## src/rtl/core/cst_pkg.sv

```systemverilog
package cst_pkg;

    localparam int KEYLEN_WIDTH = 16;
    localparam int KEY_OUT_W    = 16;

    localparam logic [7:0] CH_NUL   = 8'h00;
    localparam logic [7:0] CH_BANG  = 8'h21;
    localparam logic [7:0] CH_COMMA = 8'h2C;
    localparam logic [7:0] CH_DASH  = 8'h2D;
    localparam logic [7:0] CH_UNDER = 8'h5F;
    localparam logic [7:0] CH_ZERO  = 8'h30;

    localparam logic [1:0] CFG_AUTH_ONLY = 2'd0;
    localparam logic [1:0] CFG_GROUP_OK  = 2'd1;

    typedef logic [KEYLEN_WIDTH-1:0] key_acc_t;

    typedef enum logic [3:0] {
        ST_START   = 4'd0,
        ST_EA      = 4'd1,
        ST_EA_DASH = 4'd2,
        ST_EK      = 4'd3,
        ST_EK_DASH = 4'd4,
        ST_AA      = 4'd5,
        ST_AA_DASH = 4'd6,
        ST_AK      = 4'd7,
        ST_AK_DASH = 4'd8,
        ST_MODP    = 4'd9,
        ST_STRICT  = 4'd10
    } parse_state_t;

    typedef enum logic [2:0] {
        K_SKIP   = 3'd0,
        K_CIPHER = 3'd1,
        K_HASH   = 3'd2,
        K_GROUP  = 3'd3,
        K_ENTRY  = 3'd4,
        K_EOS    = 3'd5,
        K_FLAG   = 3'd6,
        K_ERROR  = 3'd7
    } kind_t;

    typedef enum logic [3:0] {
        ERR_NONE        = 4'd0,
        ERR_TERM_POS    = 4'd1,
        ERR_START       = 4'd2,
        ERR_EA          = 4'd3,
        ERR_EA_END      = 4'd4,
        ERR_EK          = 4'd5,
        ERR_EK_END      = 4'd6,
        ERR_AA          = 4'd7,
        ERR_AA_END      = 4'd8,
        ERR_AK          = 4'd9,
        ERR_AK_END      = 4'd10,
        ERR_MODP        = 4'd11,
        ERR_STRICT      = 4'd12
    } err_t;

    typedef struct packed {
        kind_t                 kind;
        logic [7:0]            char_out;
        logic [KEY_OUT_W-1:0]  enc_key_bits;
        logic [KEY_OUT_W-1:0]  auth_key_bits;
        err_t                  error_code;
    } result_t;

    function automatic logic is_digit(input logic [7:0] c);
        return (c >= 8'h30) && (c <= 8'h39);
    endfunction

    function automatic logic is_alpha(input logic [7:0] c);
        return ((c >= 8'h61) && (c <= 8'h7A)) || ((c >= 8'h41) && (c <= 8'h5A));
    endfunction

    function automatic logic is_alnum(input logic [7:0] c);
        return is_digit(c) || is_alpha(c);
    endfunction

    function automatic logic is_space(input logic [7:0] c);
        return (c == 8'h20) || ((c >= 8'h09) && (c <= 8'h0D));
    endfunction

    // Decimal shift-in of one digit, saturating at the all-ones value.
    function automatic key_acc_t add_digit(input key_acc_t acc, input logic [7:0] c);
        logic [KEYLEN_WIDTH+3:0] v;
        logic [7:0]              d;
        d = c - CH_ZERO;
        v = ({4'b0, acc} << 3) + ({4'b0, acc} << 1) + {{(KEYLEN_WIDTH-4){1'b0}}, d};
        if (v[KEYLEN_WIDTH+3:KEYLEN_WIDTH] != 4'b0)
            return '1;
        return v[KEYLEN_WIDTH-1:0];
    endfunction

    function automatic logic [KEY_OUT_W-1:0] key_out(input key_acc_t acc);
        logic [KEYLEN_WIDTH+KEY_OUT_W-1:0] t;
        t = {{KEY_OUT_W{1'b0}}, acc};
        return t[KEY_OUT_W-1:0];
    endfunction

endpackage

```

## src/rtl/core/cst_in_reg.sv

```systemverilog
module cst_in_reg (
    input  logic       clk,
    input  logic       rst_n,
    input  logic       in_valid,
    output logic       in_stall,
    input  logic [7:0] ch,
    input  logic       take,
    output logic       s1_valid,
    output logic [7:0] s1_ch
);
    import cst_pkg::*;

    logic       valid_reg;
    logic       valid_next;
    logic [7:0] ch_reg;
    logic       accept;

    assign in_stall = valid_reg && !take;
    assign accept   = in_valid && !in_stall;

    always_comb
    begin
        valid_next = valid_reg;
        if (accept)
            valid_next = 1'b1;
        else if (take)
            valid_next = 1'b0;
    end

    always_ff @(posedge clk or negedge rst_n)
    begin
        if (!rst_n)
            valid_reg <= 1'b0;
        else
            valid_reg <= valid_next;
    end

    always_ff @(posedge clk)
    begin
        if (accept)
            ch_reg <= ch;
    end

    assign s1_valid = valid_reg;
    assign s1_ch    = ch_reg;

endmodule

```

## src/rtl/core/cst_parser.sv

```systemverilog
module cst_parser (
    input  logic             clk,
    input  logic             rst_n,
    input  logic             step,
    input  logic [7:0]       ch,
    input  logic             auth_only_mode,
    input  logic             group_allowed,
    output cst_pkg::result_t res
);
    import cst_pkg::*;

    parse_state_t st_reg;
    parse_state_t st_next;
    key_acc_t     enc_reg;
    key_acc_t     enc_next;
    key_acc_t     auth_reg;
    key_acc_t     auth_next;
    key_acc_t     enc_dig;
    key_acc_t     auth_dig;
    err_t         err;
    logic         term;
    logic         term_ok;

    assign enc_dig  = add_digit(enc_reg, ch);
    assign auth_dig = add_digit(auth_reg, ch);
    assign term     = (ch == CH_NUL) || (ch == CH_BANG) || (ch == CH_COMMA);
    assign term_ok  = (st_reg == ST_EA) || (st_reg == ST_EK) || (st_reg == ST_AA) ||
                      (st_reg == ST_AK) || (st_reg == ST_MODP) || (st_reg == ST_STRICT);

    always_comb
    begin
        res       = '0;
        res.kind  = K_SKIP;
        res.error_code = ERR_NONE;
        err       = ERR_NONE;
        st_next   = st_reg;
        enc_next  = enc_reg;
        auth_next = auth_reg;
        if (term)
        begin
            if (!term_ok)
                err = ERR_TERM_POS;
            else if (ch == CH_BANG)
            begin
                res.kind = K_FLAG;
                st_next  = ST_STRICT;
            end
            else
            begin
                res.kind          = (ch == CH_NUL) ? K_EOS : K_ENTRY;
                res.enc_key_bits  = key_out(enc_reg);
                res.auth_key_bits = key_out(auth_reg);
                st_next           = ST_START;
                enc_next          = '0;
                auth_next         = '0;
            end
        end
        else
        begin
            unique case (st_reg)
                ST_EA:
                begin
                    if (is_alpha(ch) || ch == CH_UNDER)
                    begin
                        res.kind = K_CIPHER;
                        res.char_out = ch;
                    end
                    else if (is_digit(ch))
                    begin
                        st_next  = ST_EK;
                        enc_next = enc_dig;
                    end
                    else if (ch == CH_DASH)
                        st_next = ST_EA_DASH;
                    else
                        err = ERR_EA;
                end
                ST_EA_DASH:
                begin
                    if (is_digit(ch))
                    begin
                        st_next  = ST_EK;
                        enc_next = enc_dig;
                    end
                    else if (is_alpha(ch))
                    begin
                        st_next  = ST_AA;
                        res.kind = K_HASH;
                        res.char_out = ch;
                    end
                    else
                        err = ERR_EA_END;
                end
                ST_EK:
                begin
                    if (ch == CH_DASH)
                        st_next = ST_EK_DASH;
                    else if (is_digit(ch))
                        enc_next = enc_dig;
                    else
                        err = ERR_EK;
                end
                ST_EK_DASH:
                begin
                    if (is_alpha(ch))
                    begin
                        st_next  = ST_AA;
                        res.kind = K_HASH;
                        res.char_out = ch;
                    end
                    else
                        err = ERR_EK_END;
                end
                ST_AA:
                begin
                    if (ch == CH_DASH)
                        st_next = ST_AA_DASH;
                    else if (is_alnum(ch) || ch == CH_UNDER)
                    begin
                        res.kind = K_HASH;
                        res.char_out = ch;
                    end
                    else
                        err = ERR_AA;
                end
                ST_AA_DASH:
                begin
                    if (is_digit(ch))
                    begin
                        st_next   = ST_AK;
                        auth_next = auth_dig;
                    end
                    else if (group_allowed && is_alpha(ch))
                    begin
                        st_next  = ST_MODP;
                        res.kind = K_GROUP;
                        res.char_out = ch;
                    end
                    else
                        err = ERR_AA_END;
                end
                ST_AK:
                begin
                    if (ch == CH_DASH)
                        st_next = ST_AK_DASH;
                    else if (is_digit(ch))
                        auth_next = auth_dig;
                    else
                        err = ERR_AK;
                end
                ST_AK_DASH:
                begin
                    if (group_allowed && is_alpha(ch))
                    begin
                        st_next  = ST_MODP;
                        res.kind = K_GROUP;
                        res.char_out = ch;
                    end
                    else
                        err = ERR_AK_END;
                end
                ST_MODP:
                begin
                    if (is_alnum(ch))
                    begin
                        res.kind = K_GROUP;
                        res.char_out = ch;
                    end
                    else
                        err = ERR_MODP;
                end
                ST_STRICT:
                    err = ERR_STRICT;
                default:
                begin
                    if (is_alnum(ch))
                    begin
                        res.char_out = ch;
                        if (auth_only_mode)
                        begin
                            res.kind = K_HASH;
                            st_next  = ST_AA;
                        end
                        else
                        begin
                            res.kind = K_CIPHER;
                            st_next  = ST_EA;
                        end
                    end
                    else if (!is_space(ch))
                        err = ERR_START;
                end
            endcase
        end
        if (err != ERR_NONE)
        begin
            res            = '0;
            res.kind       = K_ERROR;
            res.error_code = err;
            st_next        = ST_START;
            enc_next       = '0;
            auth_next      = '0;
        end
    end

    always_ff @(posedge clk or negedge rst_n)
    begin
        if (!rst_n)
        begin
            st_reg   <= ST_START;
            enc_reg  <= '0;
            auth_reg <= '0;
        end
        else if (step)
        begin
            st_reg   <= st_next;
            enc_reg  <= enc_next;
            auth_reg <= auth_next;
        end
    end

endmodule

```

## src/rtl/core/cst_out_reg.sv

```systemverilog
module cst_out_reg (
    input  logic              clk,
    input  logic              rst_n,
    input  logic              load,
    input  cst_pkg::result_t  res,
    output logic              free,
    output logic              out_valid,
    input  logic              out_stall,
    output logic [2:0]        kind,
    output logic [7:0]        char_out,
    output logic [15:0]       enc_key_bits,
    output logic [15:0]       auth_key_bits,
    output logic [3:0]        error_code
);
    import cst_pkg::*;

    logic    valid_reg;
    logic    valid_next;
    result_t res_reg;

    assign free = !valid_reg || !out_stall;

    always_comb
    begin
        valid_next = valid_reg;
        if (load)
            valid_next = 1'b1;
        else if (!out_stall)
            valid_next = 1'b0;
    end

    always_ff @(posedge clk or negedge rst_n)
    begin
        if (!rst_n)
            valid_reg <= 1'b0;
        else
            valid_reg <= valid_next;
    end

    always_ff @(posedge clk)
    begin
        if (load)
            res_reg <= res;
    end

    assign out_valid     = valid_reg;
    assign kind          = res_reg.kind;
    assign char_out      = res_reg.char_out;
    assign enc_key_bits  = res_reg.enc_key_bits;
    assign auth_key_bits = res_reg.auth_key_bits;
    assign error_code    = res_reg.error_code;

endmodule

```

## src/rtl/core/cipher_suite_string_tokenizer.sv

```systemverilog
// Channel   Handshake                  Payload
// input     in_valid / in_stall        ch
// result    out_valid / out_stall      kind, char_out, enc_key_bits, auth_key_bits, error_code
// config    cfg_valid / cfg_ready      cfg_index, cfg_data (bit 0 used)
//
// One item per cycle sustained while out_stall stays low; each item reaches the result port
// through the input register, the parser decode and the result register.
// Reset clears the parse state, both key-length accumulators, the configuration bits
// and all valid flags. A stalled result holds the result register and the parser, and
// in_stall rises in the same cycle whenever the input register holds an item;
// cfg_ready is always high.
module cipher_suite_string_tokenizer (
    input  logic        clk,
    input  logic        rst_n,
    input  logic        in_valid,
    output logic        in_stall,
    input  logic [7:0]  ch,
    output logic        out_valid,
    input  logic        out_stall,
    output logic [2:0]  kind,
    output logic [7:0]  char_out,
    output logic [15:0] enc_key_bits,
    output logic [15:0] auth_key_bits,
    output logic [3:0]  error_code,
    input  logic        cfg_valid,
    output logic        cfg_ready,
    input  logic [1:0]  cfg_index,
    input  logic [7:0]  cfg_data
);
    import cst_pkg::*;

    logic       auth_only_reg;
    logic       group_ok_reg;
    logic       s1_valid;
    logic [7:0] s1_ch;
    logic       free;
    logic       take;
    result_t    res;

    assign cfg_ready = 1'b1;
    assign take      = s1_valid && free;

    always_ff @(posedge clk or negedge rst_n)
    begin
        if (!rst_n)
        begin
            auth_only_reg <= 1'b0;
            group_ok_reg  <= 1'b0;
        end
        else if (cfg_valid && cfg_ready)
        begin
            if (cfg_index == CFG_AUTH_ONLY)
                auth_only_reg <= cfg_data[0];
            else if (cfg_index == CFG_GROUP_OK)
                group_ok_reg <= cfg_data[0];
        end
    end

    cst_in_reg u_in (
        .clk      (clk),
        .rst_n    (rst_n),
        .in_valid (in_valid),
        .in_stall (in_stall),
        .ch       (ch),
        .take     (take),
        .s1_valid (s1_valid),
        .s1_ch    (s1_ch)
    );

    cst_parser u_parser (
        .clk            (clk),
        .rst_n          (rst_n),
        .step           (take),
        .ch             (s1_ch),
        .auth_only_mode (auth_only_reg),
        .group_allowed  (group_ok_reg),
        .res            (res)
    );

    cst_out_reg u_out (
        .clk           (clk),
        .rst_n         (rst_n),
        .load          (take),
        .res           (res),
        .free          (free),
        .out_valid     (out_valid),
        .out_stall     (out_stall),
        .kind          (kind),
        .char_out      (char_out),
        .enc_key_bits  (enc_key_bits),
        .auth_key_bits (auth_key_bits),
        .error_code    (error_code)
    );

endmodule

```

## config.mk

```make
export PLATFORM = sky130hd
export DESIGN_NAME = cipher_suite_string_tokenizer
export DESIGN_NICKNAME = d
export VERILOG_FILES = /design/src/rtl/core/cst_pkg.sv /design/src/rtl/core/cst_in_reg.sv /design/src/rtl/core/cst_parser.sv /design/src/rtl/core/cst_out_reg.sv /design/src/rtl/core/cipher_suite_string_tokenizer.sv
export SDC_FILE = /design/constraint.sdc
export NUM_CORES = 1
export LEC_CHECK = 0
export BUFFER_PORTS_ARGS = -buffer_cell sky130_fd_sc_hd__clkbuf_2
export CORE_UTILIZATION = 41
export CTS_CLUSTER_SIZE = 24
export DETAILED_ROUTE_END_ITERATION = 10
export HOLD_SLACK_MARGIN = 0.03
export SETUP_SLACK_MARGIN = 0.5
export SYNTH_ARGS = -nofsm -noshare
export SYNTH_HDL_FRONTEND = slang
export SYNTH_SLANG_ARGS = --single-unit
```

## constraint.sdc

```tcl
create_clock -name clk -period 8.2 [get_ports clk]
set_input_delay 0.41 -clock clk [delete_from_list [all_inputs] [get_ports clk]]
set_output_delay 0.41 -clock clk [all_outputs]
set_load 0.005 [all_outputs]
```

After elaboration in Yosys (flattened, before gate mapping)
Index checks and enable logic that the tools add are counted.
{"block": "word_totals", "regBits": 95, "in_bits": 23, "word_cells": 175, "out_inout_bits": 50}
{"block": "classes", "bitwise": 3, "eq_ne": 27, "order_cmp": 8, "mux": 76, "addsub": 5, "reduce_logical": 43}
{"operator": "16-bit two-way mux", "n": 15}
{"operator": "4-bit two-way mux", "n": 27}
{"operator": "11-bit case mux with 8 select lines", "n": 1}
{"operator": "16-bit case mux with 3 select lines", "n": 1}
{"operator": "11-bit two-way mux", "n": 4}
{"operator": "19-bit by 17-bit adder with 20-bit output", "n": 2}
{"operator": "20-bit by 8-bit adder with 20-bit output", "n": 2}
{"operator": "10-bit two-way mux", "n": 4}
{"operator": "4-bit case mux with 10 select lines", "n": 1}
{"operator": "4-bit case mux with 9 select lines", "n": 1}
{"operator": "8-bit by 6-bit == test with 1-bit output, second input constant", "n": 4}
{"operator": "16-bit case mux with 2 select lines", "n": 1}
{"operator": "3-bit two-way mux", "n": 8}
{"operator": "4-bit by 3-bit != test with 1-bit output, second input constant", "n": 6}
{"operator": "4-bit by 3-bit == test with 1-bit output, second input constant", "n": 4}
{"operator": "8-bit by 7-bit greater-or-equal comparator with 1-bit output, second input constant", "n": 2}
{"operator": "8-bit by 7-bit <= comparator with 1-bit output, second input constant", "n": 2}
{"operator": "4-bit nonzero test", "n": 4}
{"operator": "1-bit logical OR", "n": 13}
{"operator": "4-bit == test, second input constant", "n": 3}
{"operator": "11-bit nonzero test", "n": 1}
{"operator": "9-bit two-way mux", "n": 1}
{"operator": "9-bit AND reduction", "n": 1}
{"operator": "4-bit by 2-bit == test with 1-bit output, second input constant", "n": 2}
{"operator": "other kinds (28)", "n": 52}

Depth between registers and ports, before layout
Gate-level depths: netlist (run 1).
{"block": "depth", "word_depth": 12, "ltp_mapped": 16, "ltp_nobuf": 14}

Modules after synthesis
Synthesis (run 1) repeated with hierarchy kept, for this count alone.
{"block": "unflattened", "hier_cells": 706, "hier_area_um2": 7015.5}
{"mod": "cst_parser", "area_each_um2": 5165.0, "seq_area_each_um2": 900.9, "cells_each": 634, "instances": 1}
{"mod": "cst_out_reg", "area_each_um2": 1447.6, "seq_area_each_um2": 1436.4, "cells_each": 50, "instances": 1}
{"mod": "cst_in_reg", "area_each_um2": 297.8, "seq_area_each_um2": 265.3, "cells_each": 13, "instances": 1}
{"mod": "cipher_suite_string_tokenizer", "area_each_um2": 105.1, "seq_area_each_um2": 50.0, "cells_each": 9, "instances": 1}

Least setup slack after synthesis (run 1)
Ideal clock, no wire load.
{"block": "synth_path", "path_type": "register to register", "start": "register u_in.ch_reg[4] (netlist: u_in.s1_ch[4])", "end": "register u_parser.auth_reg[10]", "path_slack_ns": 4.241, "period_less_slack_ns": 3.959, "required_ns": 8.121, "stages_incl_launch_ff": 16, "n_path_buf": 2, "setup_time_ns": 0.079, "t_arrival_ns": 3.880, "cell_sequence": "edfxtp_1 ha_1 clkbuf_1 xor2_1 fa_1 inv_1 ha_1 o21ai_0 nor2_1 o22ai_1 o311a_1 o221a_2 a41oi_1 clkbuf_1 nor3_1 o2bb2ai_2"}
{"block": "synth_between", "elab_chain_len": 12, "elab_cells_between_ends": 62, "cone_classes": "add/sub (2); order compare (8); eq/ne (8); mux (27); reduce/logical (17)"}
{"item": "from (decl)", "line": "cst_in_reg.sv:15", "source": "logic [7:0] ch_reg;"}
{"item": "from (signal assigned)", "line": "cst_in_reg.sv:41", "source": "ch_reg <= ch;"}
{"item": "parallel branches: the longest is 12 deep, another holds 20-bit by 8-bit adder with 20-bit output"}
{"item": "to (signal assigned)", "line": "cst_parser.sv:218", "source": "auth_reg <= auth_next;"}
{"item": "to (decl)", "line": "cst_parser.sv:16", "source": "key_acc_t auth_reg;"}
Several ways; the timed one is not identified. The select of a mux whose other input is x is not followed.
A chain may end at the register's enable or synchronous reset.

Final worst setup path (run 1)
{"block": "layout_path", "start": "register u_in.ch_reg[4] (netlist: u_in.s1_ch[4])", "end": "register u_parser.auth_reg[13]"}
The elaborated chain is that of the path after synthesis.

==> results.sh, run 1 <==
export IMPL_worstPathRequired_ps=8420
export IMPL_dpl_hpwl_um=11500
export IMPL_p_leak_nw=3.33
export IMPL_grt_first_pass_wirelength_um=27400
export IMPL_drt_wl_total_um=16200
export IMPL_reg2reg_from="u_in.s1_ch[4]"
export IMPL_placed_cells=922
export IMPL_start_util_pct=42.5
export IMPL_pin_count=73
export IMPL_crit_end="u_parser.auth_reg[13]"
export IMPL_r2r_slack_ps=3560
export IMPL_final_setup_tns_ps=0
export IMPL_cts_root_buf="clkbuf_16"
export IMPL_dr_pass1_iters=8
export IMPL_n_antenna_cell=0
export IMPL_h_tree_depth=3
export IMPL_syn_area_per_cell_um2=10.2
export IMPL_clock_path_buffers=2
export IMPL_ff2ff_path_depth=13
export IMPL_placed_area_um2=7310
export IMPL_finalHoldViolCount=0
export IMPL_ys_top_cells_by_area="edfxtp_1 24%, dfrtp_1 15%, ha_1 11%"
export IMPL_rr_endpoint="u_parser.auth_reg[13]"
export IMPL_synth_seq_cells=95
export IMPL_layout_nets=811
export IMPL_coreArea_um2=16100
export IMPL_setup_violations=0
export IMPL_seq_area_frac_synth_pct=38.7
export IMPL_place_port_buffers=64
export IMPL_ys_warnings_count=0
export IMPL_syn_area_um2=6850
export IMPL_rows=46
export IMPL_drive_gt1_share_pct=15.5
export IMPL_drt_iter0_drc=361
export IMPL_viasPerCell=5.71
export IMPL_synth_top_area_cell="edfxtp_1"
export IMPL_cp_max_fo=16
export IMPL_die_h_um=131
export IMPL_cts_hold_buf=0
export IMPL_final_cell_area_um2=7660
export IMPL_crit_path_start_kind="flip-flop"
export IMPL_cts_resized=0
export IMPL_max_cap_violations=0
export IMPL_num_vias=5360
export IMPL_fill_cells=1529
export IMPL_period_minus_slack_ps=4640
export IMPL_cts_setup_buffers=0
export IMPL_ys_types=84
export IMPL_maxSlewHeadroom_pct=29.2
export IMPL_cp_arrival_ps=4860
export IMPL_syn_to_final_growth_pct=11.8
export IMPL_cts_num_sinks=95
export IMPL_grt_pass1_vias=5286
export IMPL_layout_common_cells="64 x clkbuf_2, 59 x ha_1, 55 x edfxtp_1"
export IMPL_fin_cells=938
export IMPL_syn_nets=764
export IMPL_p_per_area_nw_per_um2=212
export IMPL_die_area_um2=17200
export IMPL_netlist_instances=670
export IMPL_worst_hold_slack_ps=125
export IMPL_end_kind="flip-flop"
export IMPL_wl_per_cell_um=17.2
export IMPL_synth_edf_count=55
export IMPL_drv_slew=0
export IMPL_drtAntennaViolNets=0
export IMPL_antenna_found_initial=0
export IMPL_min_path_type="in2async"
export IMPL_grt_util_all_layers_pct=19.6
export IMPL_drc_errors=0
export IMPL_ys_flop_type="edfxtp_1"
export IMPL_fin_skew_ps=5.00
export IMPL_critPathLaunch="u_in.s1_ch[4]"
export IMPL_gp_congestion=0.841
export IMPL_max_vdd_ir_drop_mv=0.117
export IMPL_grt_max_degree=49
export IMPL_yosys_area_top_type_share_pct=24.1
export IMPL_path_clk_slew_ps=70
export IMPL_final_period_utilization_pct=56.6
export IMPL_worst_pin_slew_ps=1060
export IMPL_clk_latency_ps=350
export IMPL_crit_type="reg2reg"
export IMPL_grt_ovfl_total=0
export IMPL_die_width_um=131
export IMPL_layout_commonest_cell="clkbuf_2"
export IMPL_rsz0062_at_grt="no"
export IMPL_outcome="complete, no violations"
export IMPL_cts_tree="yes"
export IMPL_async_flop_share_pct=42.1
export IMPL_cts_made_buffers=9
export IMPL_fmaxAchievable_ghz=0.216
-- logic make-up (layout without fill, tap and decap cells) --
kind of cell	Yosys count	count (layout)	share of synthesized area, %
multiplexers	2	2	0.329
buffers and inverters	79	131	5.02
AO/OA/AOI/OAI	185	185	21.0
flip-flops	95	95	38.7
other	2	2	0.110
AND/OR/NAND/NOR	213	213	17.5
XOR/XNOR	23	23	2.94
adder cells (fa/ha/maj)	71	71	14.3
-- metrics by stage --
step,power [mW],worst slack (ps),utilization (%)
final,1.62,3560,47.5
after global routing,1.70,3190,47.5
after CTS,1.62,3600,47.5
after detailed placement,1.13,3630,45.4
after global placement,1.13,3880,45.4
after floorplan,1.02,4240,-
-- worst min-delay path by stage --
stage	end	start	slack (ps)	cells past startpoint
floorplan	auth_only_reg	rst_n	110	0
global placement	u_out.out_valid	u_in.s1_valid	470	1
detailed placement	u_out.out_valid	u_in.s1_valid	480	1
CTS	u_in.s1_valid	rst_n	150	2
global route	u_in.s1_valid	rst_n	180	2
finish	u_in.s1_valid	rst_n	120	2
-- worst max-delay path, stage by stage, from the launching register on --
cell	delay, ps
edfxtp_1	580
ha_1	380
xor2_1	210
fa_1	540
inv_1	50
ha_1	230
nor4_1	270
o21ai_0	180
a41oi_1	400
o221ai_1	260
o41ai_1	500
a21bo_1	440
nor3_1	360
o2bb2ai_2	100
-- power by group --
part	internal [mW]	total [mW]	switching, mW
sequential	0.569	0.632	0.0637
clock	0.300	0.491	0.190
combinational	0.202	0.497	0.295
-- cells in the mapped netlist, types with 3 or more instances --
| library cell | number |
|---|---|
| ha_1 | 59 |
| edfxtp_1 | 55 |
| inv_1 | 44 |
| dfrtp_1 | 40 |
| nor3_1 | 38 |
| and2_1 | 33 |
| nand2_1 | 30 |
| a21oi_1 | 29 |
| nor2_1 | 27 |
| clkbuf_1 | 26 |
| o21ai_0 | 23 |
| o2bb2ai_1 | 22 |
| nor4_1 | 17 |
| xnor2_1 | 17 |
| a211oi_1 | 12 |
| fa_1 | 12 |
| a21o_1 | 11 |
| nand3_1 | 11 |
| o2bb2ai_2 | 10 |
| a31oi_1 | 9 |
| nand2b_1 | 9 |
| and3_1 | 7 |
| nor2b_1 | 7 |
| o21a_1 | 7 |
| nor3b_1 | 6 |
| xor2_1 | 6 |
| o211ai_1 | 5 |
| or3_1 | 5 |
| a211o_1 | 4 |
| a41oi_1 | 4 |
| nand4b_1 | 4 |
| a21boi_0 | 3 |
| a32o_1 | 3 |
| buf_6 | 3 |
| nand3b_1 | 3 |
| nand4_1 | 3 |
| o21bai_1 | 3 |
| or4_1 | 3 |
-- layout make-up --
class	instances	area (um^2)	area share, %
repair buffers	71	373	4.87
well taps	216	270	3.53
clock inverters	6	115	1.50
multi-input cells	496	3850	50.3
inverters	44	165	2.16
flip-flops and latches	95	2650	34.6
clock buffers	10	229	2.99
-- routing by layer --
metal	global-route usage [%]	up-vias	part of all wire, %
met3	2.04	14	3.8
li1	-	2634	-
met2	31.9	135	48
met5	0	-	0
met4	6.86	0	1.3
met1	27.0	2577	47
(Power assumes the default switching activity.)
==> run 2, diff against run 1 <==
clock period = 4.64 ns   (was 8.2 ns; I/O delays follow)
==> results.sh, run 2 (same netlist as run 1, synthesis figures left out) <==
export IMPL_drtAntennaViolNets=0
export IMPL_end_kind="flip-flop"
export IMPL_cts_num_sinks=95
export IMPL_fin_skew_ps=8.74
export IMPL_path_clk_slew_ps=70
export IMPL_drive_gt1_share_pct=18.2
export IMPL_n_antenna_cell=0
export IMPL_layout_common_cells="64 x clkbuf_2, 58 x ha_1, 55 x edfxtp_1"
export IMPL_p_per_area_nw_per_um2=367
export IMPL_cts_tree="yes"
export IMPL_rows=46
export IMPL_fin_cells=952
export IMPL_grt_pass1_vias=5442
export IMPL_place_port_buffers=64
export IMPL_grt_util_all_layers_pct=20.3
export IMPL_rsz0062_at_grt="no"
export IMPL_dr_pass1_iters=6
export IMPL_drt_iter0_drc=457
export IMPL_coreArea_um2=16100
export IMPL_fmaxAchievable_ghz=0.255
export IMPL_clk_latency_ps=360
export IMPL_maxSlewHeadroom_pct=29.3
export IMPL_die_width_um=131
export IMPL_final_setup_tns_ps=0
export IMPL_crit_path_start_kind="flip-flop"
export IMPL_cp_arrival_ps=4150
export IMPL_dpl_hpwl_um=11600
export IMPL_finalHoldViolCount=0
export IMPL_cts_root_buf="clkbuf_16"
export IMPL_layout_commonest_cell="clkbuf_2"
export IMPL_max_vdd_ir_drop_mv=0.205
export IMPL_period_minus_slack_ps=3920
export IMPL_crit_chain="ha_2 > xor2_2 > fa_1 > inv_1 > ha_1 > o21ai_0 > nor2_1 > o22ai_1 > o311a_1 > o41ai_1 > a21bo_4 > nor3_1 > o2bb2ai_2"
export IMPL_worst_hold_slack_ps=45.2
export IMPL_crit_path_top_delay_cell="fa_1"
export IMPL_gp_congestion=0.904
export IMPL_grt_max_degree=49
export IMPL_wl_per_cell_um=17.3
export IMPL_num_vias=5519
export IMPL_crit_path_max_incr_delay_ps=500
export IMPL_final_util_pct=48.4
export IMPL_min_path_type="in2reg"
export IMPL_die_h_um=131
export IMPL_grt_ovfl_total=0
export IMPL_final_period_utilization_pct=84.5
export IMPL_max_cap_violations=0
export IMPL_worst_pin_slew_ps=1060
export IMPL_placed_cells=929
export IMPL_pin_count=73
export IMPL_grt_first_pass_wirelength_um=28000
export IMPL_p_leak_nw=3.40
export IMPL_crit_type="reg2reg"
export IMPL_setup_violations=0
export IMPL_start_util_pct=42.5
export IMPL_cp_max_fo=16
export IMPL_drt_wl_total_um=16500
export IMPL_h_tree_depth=3
export IMPL_cts_made_buffers=9
export IMPL_drc_errors=0
export IMPL_outcome="complete, no violations"
export IMPL_antenna_found_initial=0
export IMPL_total_power_mw=2.87
export IMPL_clock_path_buffers=2
export IMPL_viasPerCell=5.80
export IMPL_worstPathRequired_ps=4870
export IMPL_drv_slew=0
export IMPL_layout_nets=825
export IMPL_syn_to_final_growth_pct=14.0
export IMPL_die_area_um2=17200
==> run 2: cell count changes in the layout (fill, tap and decap cells not counted), sizes merged <==
cell         previous run  this run
clkbuf                 74        73
clkinvlp                1         0
inv                    46        48
buf                     7        18
dlygate4sd3             0         3
bufinv                  3         2
clkinv                  0         1
==> run 2: timing repair <==
action	CTS	global route
pin swaps	0	1
resized for setup	2	10
endpoints found under the setup margin	16	22
setup buffers	0	4
hold buffers	2	1
hold endpoints to repair	41	1
==> run 2: per-stage QoR <==
stage / setup slack, ps / area, um^2
CTS: 538 / 7720
global route: 516 / 7800
detailed placement: 364 / 7360
finish: 718 / 7800
floorplan: 681 / 6850
global placement: 507 / 7360
==> run 2: metal layers <==
metal	share of wire (%)	GRT usage, %	routed length [um]
met1	47	27.6	7820
met2	47	32.2	7750
met3	4.3	3.74	714
met4	1.4	7.19	238
met5	0	0	0
==> run 2: critical path, delay by kind of cell (launching register included) <==
family / cells / cell delay [ps]
AOI/OAI and AO/OA: 6 / 1510
buffers and inverters: 1 / 50
adders and majority gates: 3 / 1110
DFF: 1 / 480
xor gates and xnor gates: 1 / 180
and+or+nand+nor: 2 / 460
==> run 2: where the power goes <==
| group | internal [mW] | switching (mW) | leakage, nW |
|---|---|---|---|
| Combinational | 0.377 | 0.545 | 2.15 |
| Clock | 0.480 | 0.360 | 0.161 |
| Sequential | 1.00 | 0.100 | 1.09 |
==> run 2: final cells by class <==
| cell class | instances | area, um^2 |
|---|---|---|
| clock buffer | 9 | 225 |
| clock inverter | 7 | 100 |
| fill | 1536 | 8310 |
| inverter | 44 | 165 |
| multi-input combinational | 496 | 3910 |
| sequential | 95 | 2650 |
| tap | 216 | 270 |
| timing repair buffer | 85 | 485 |
==> run 2: path summary, 6_finish.rpt <==
check,to,slack [ps],from,cells past startpoint
min,u_in.s1_ch[6],50,ch[6],1
max reg2reg,u_parser.auth_reg[12],720,u_in.s1_ch[4],13
min reg2reg,u_parser.enc_reg[4],490,u_parser.enc_reg[4],1
max in group asynchronous,u_parser.enc_reg[6],3730,rst_n,3
min in group asynchronous,u_in.s1_valid,500,rst_n,3
max,u_parser.auth_reg[12],720,u_in.s1_ch[4],13
